File: src/hdl/swmc_pkg.sv
// shared types and constants for the sliding window median cost block
`default_nettype none
package swmc_pkg;
  localparam int unsigned WinMax     = 256;
  localparam int unsigned IdxBits    = 8;
  localparam int unsigned CntBits    = 9;
  localparam int unsigned SampleBits = 32;
  localparam int unsigned SumBits    = 41;
  localparam int unsigned CostBits   = 40;

  typedef logic [SampleBits-1:0] sample_t;

  typedef struct packed {
    logic    clear;
    logic    ins;
    logic    evict;
    sample_t key;
  } cell_ctrl_t;
endpackage
`default_nettype wire

File: src/hdl/swmc_cell.sv
// one sorted cell: shifts right on insert, left on evict
`default_nettype none
module swmc_cell (
  input  logic                  clk_i,
  input  logic                  rst_ni,
  input  swmc_pkg::cell_ctrl_t  ctrl_i,
  input  swmc_pkg::sample_t     left_val_i,
  input  logic                  left_vld_i,
  input  logic                  left_gt_i,
  input  swmc_pkg::sample_t     right_val_i,
  input  logic                  right_vld_i,
  output swmc_pkg::sample_t     val_o,
  output logic                  vld_o,
  output logic                  gt_o
);
  import swmc_pkg::*;

  sample_t val_q, val_d;
  logic    vld_q, vld_d;
  logic    ge;

  assign gt_o = !vld_q || (val_q > ctrl_i.key);
  assign ge   = vld_q && (val_q >= ctrl_i.key);

  always_comb begin
    val_d = val_q;
    vld_d = vld_q;
    if (ctrl_i.clear) begin
      vld_d = 1'b0;
    end else if (ctrl_i.ins && gt_o) begin
      if (left_gt_i) begin
        val_d = left_val_i;
        vld_d = left_vld_i;
      end else begin
        val_d = ctrl_i.key;
        vld_d = 1'b1;
      end
    end else if (ctrl_i.evict && ge) begin
      val_d = right_val_i;
      vld_d = right_vld_i;
    end
  end

  always_ff @(posedge clk_i or negedge rst_ni) begin
    if (!rst_ni) begin
      vld_q <= 1'b0;
    end else begin
      vld_q <= vld_d;
    end
  end

  always_ff @(posedge clk_i) begin
    val_q <= val_d;
  end

  assign val_o = val_q;
  assign vld_o = vld_q;
endmodule
`default_nettype wire

File: config.mk
export PLATFORM = sky130hd
export DESIGN_NAME = swmc_cell
export DESIGN_NICKNAME = d
export VERILOG_FILES = /design/src/hdl/swmc_pkg.sv /design/src/hdl/swmc_cell.sv
export SDC_FILE = /design/constraint.sdc
export NUM_CORES = 1
export LEC_CHECK = 0
export ABC_AREA = 1
export BUFFER_PORTS_ARGS = -buffer_cell sky130_fd_sc_hd__buf_2
export CAP_MARGIN = 5
export CORE_MARGIN = 1.5
export CORE_UTILIZATION = 30
export CTS_BUF_LIST = sky130_fd_sc_hd__clkbuf_8
export CTS_CLUSTER_DIAMETER = 30
export DETAILED_ROUTE_END_ITERATION = 8
export GPL_TIMING_DRIVEN = 0
export MAX_ROUTING_LAYER = met4
export PLACE_DENSITY = 0.57
export SLEW_MARGIN = 40
export SYNTH_ARGS = -nofsm -noshare
export SYNTH_HDL_FRONTEND = slang
export SYNTH_SLANG_ARGS = --single-unit
File: constraint.sdc
create_clock -name clk_i -period 3.2 [get_ports clk_i]
set_clock_uncertainty 0.15 [all_clocks]
set_input_delay 0.16 -clock clk_i [delete_from_list [all_inputs] [get_ports clk_i]]
set_output_delay 0.16 -clock clk_i [all_outputs]
set_load 0.005 [all_outputs]
==> run metrics <==
dpl cells 608; Synth Cell Area 0.00277 sq mm; CP Data Arrival Time 2450 ps; GPL Wtd Cong 0.816; Crit Path Max Fanout 14; Pint 847 uW; Compound-Gate Fraction of Synth Area 9.63%; WL/cell 12.5 um; DRT Pass-1 Iters 4; clock buffer depth 2; first-pass GRT wire length 12.8 mm; routed wire length 7.82 mm; Initial DRC Count 69; drt via density between 4 and 5; DIE AREA roughly 0.01 sq mm; Clk pwr share 24.6%; Hold Fails Final Rpt 0; fillcell total about 950; Post-Layout Cell Count 627; post-synth cell types 25; top-count cell post-synth nand2_1; synth cell count leaders nand2_1, inv_1, o21ai_0; Initial Utilization 31.3%; Period minus WS final 2620 ps; fin nets roughly 650; EDFF count, synth 32; multiplexer share of the synthesized area 0.407%; Worst Setup End Kind flip-flop; Async S/R FF share, synth around 3.0%; sequential area share after synthesis 35.6%; Fmax achieved approximately 380 MHz; Synth Area in Simple Gates between 30% and 40%; Die H 99.1 um; largest net degree at the start of global routing 17; syn_nets ~500; Startpoint Class flip-flop; worst-margin pin slew between 500 and 600 ps; Core Region 0.00885 sq mm; largest family of logic cells by synthesized area simple AND/OR/NAND/NOR gates; Post-DP HPWL 6.41 mm; run status completed; die width 99.1 um; leakage power 0.00206 uW; Slew Limit Fails 0; Max IR drop VDD 0.307 mV; vias in the first global route around 2,900; row count 34; Post-Synth Adder-Cell Area 14.5%; CTS Buf Count 5; Remaining DRCs 0; Slew HR 66.0%; root buffer cell clkbuf_8; NetSw 384 uW; top cells by area, synth edfxtp_1, nand2_1, ha_1, nand2_2, o21ai_0; Routed Antenna Nets 0; I/O Buffers 136; layout cells sized above 1 37.0%; Post-synth top flop edfxtp_1; Clock Sinks 33; leading area contributor after synthesis edfxtp_1; initial antenna violation count 0; Pwr per Cell Area 322 mW/mm^2; Vias 2,815; sw frac 31.2%; Hold WC Path Type input port to flip-flop; Area growth syn-to-layout 38.2%; Critical Path RT around 3000 ps; final setup margin 583 ps; dpl ws 552 ps; yosys warns 0; WS Path Type flip-flop to flip-flop; Tcrit/Tclk final between 80% and 90%; H-tree lvl count 2; Avg Inst Size Synth between 7 and 8 sq um; area share of the largest cell type after synthesis 34.7%; IO Pins approximately 140; Setup Buffers After CTS 0; CTS tree built; Worst-Skew Late Latency 280 ps; Worst R2R Setup Slack 580 ps; power share of the sequential group 43.4%; FF+latch count, synth 33; combinational power share 31.9%; Mapped Cells 362; Max Cap Viol 0; post-synthesis xor/xnor area fraction 0%; Overall Global Routing Usage between 10% and 20%; overflow left after global routing 0; diode count 0; Final setup viols 0; RSZ-0062 raised after global routing no; clk slew on worst S/H paths 80 ps
layer usage:
layer	vias to the layer above	GRT usage, %	routed length, um	part of all wire, %
li1	1474	-	-	-
met1	1233	21.4	3660	47
met2	100	28.1	3590	46
met3	8	3.05	482	6.2
met4	0	3.68	78	1.0
met5	-	-	0	0
registers in the layout (all words and copies together) (netlist names):
register,cells
val_o,32
vld_o,1
repair_timing:
action / CTS / global route
gates resized for setup: 0 / 0
hold buffers: 11 / 0
endpoints found under the hold margin: 11 / 0
cells by family (layout without fill, tap and decap cells):
group / after synthesis / in the layout
muxes: 1 / 1
and+or+nand+nor: 190 / 190
AOI/OAI and AO/OA: 51 / 51
adders and majority gates: 32 / 32
buffers and inverters: 55 / 212
DFF: 33 / 33
through the flow:
stage	cell area [sq um]	TNS (ps)	power [uW]	hold WS [ps]	util, %
6_report	3830	0	1230	3.28	43.2
5_1_grt	3830	0	1320	4.22	43.2
4_1_cts	3830	0	1250	0.421	43.2
3_5_place_dp	3630	0	931	-213	41.1
3_3_place_gp	3580	-18090	915	-214	40.5
2_1_floorplan	2770	0	767	-286	-
power by group through the flow:
| stage | Clock, uW | Combinational, uW | Sequential (uW) |
|---|---|---|---|
| 2_1_floorplan | 0 | 222 | 546 |
| 3_3_place_gp | 0 | 371 | 544 |
| 3_5_place_dp | 0 | 387 | 545 |
| 4_1_cts | 314 | 399 | 535 |
| 5_1_grt | 330 | 449 | 538 |
| 6_report | 303 | 393 | 535 |
worst max-delay path, cell delays in order (launching register included):
cell	delay, ps
edfxtp_1	400
ha_1	310
nand2_1	80
nor2_2	150
nand4_1	130
nor2_2	120
nand2_1	80
nand2_1	70
nand2_2	70
nand2_4	100
nand2_8	100
a21oi_4	330
buf_8	220
area by class of cell:
type	instances	area, sq um	share of cell area (%)
buffer	13	101	2.65
clock buffer	5	68.8	1.80
clock inverter	3	13.8	0.360
inverter	42	165	4.32
multi-input combinational	274	1520	39.8
sequential	33	986	25.8
tap	108	135	3.53
timing repair buffer	149	833	21.8
path summary, 6_finish.rpt:
path                                     start         to  cells after the start
worst min register to register           vld_o      vld_o                      2
min in group asynchronous               rst_ni      vld_o                      2
worst min-delay path            right_val_i[9]   val_o[9]                      3
worst max-delay path                 val_o[23]  val_o[13]                     12
worst max register to register       val_o[23]  val_o[13]                     12
max in group asynchronous               rst_ni      vld_o                      2
cell usage in the layout (no fill, tap or decap), types with 2 or more instances in the layout:
master	instances
nand2_1	139
buf_2	139
inv_1	40
o21ai_0	33
ha_1	32
edfxtp_1	32
nand2_2	31
a21oi_1	14
dlygate4sd3_1	11
nor2_1	7
clkbuf_1	5
clkbuf_8	5
nor2_2	4
nand3_1	4
nand4_1	3
buf_12	3
o21a_1	2
buf_1	2
clkinv_2	2
Power figures use the tool's default switching activity.
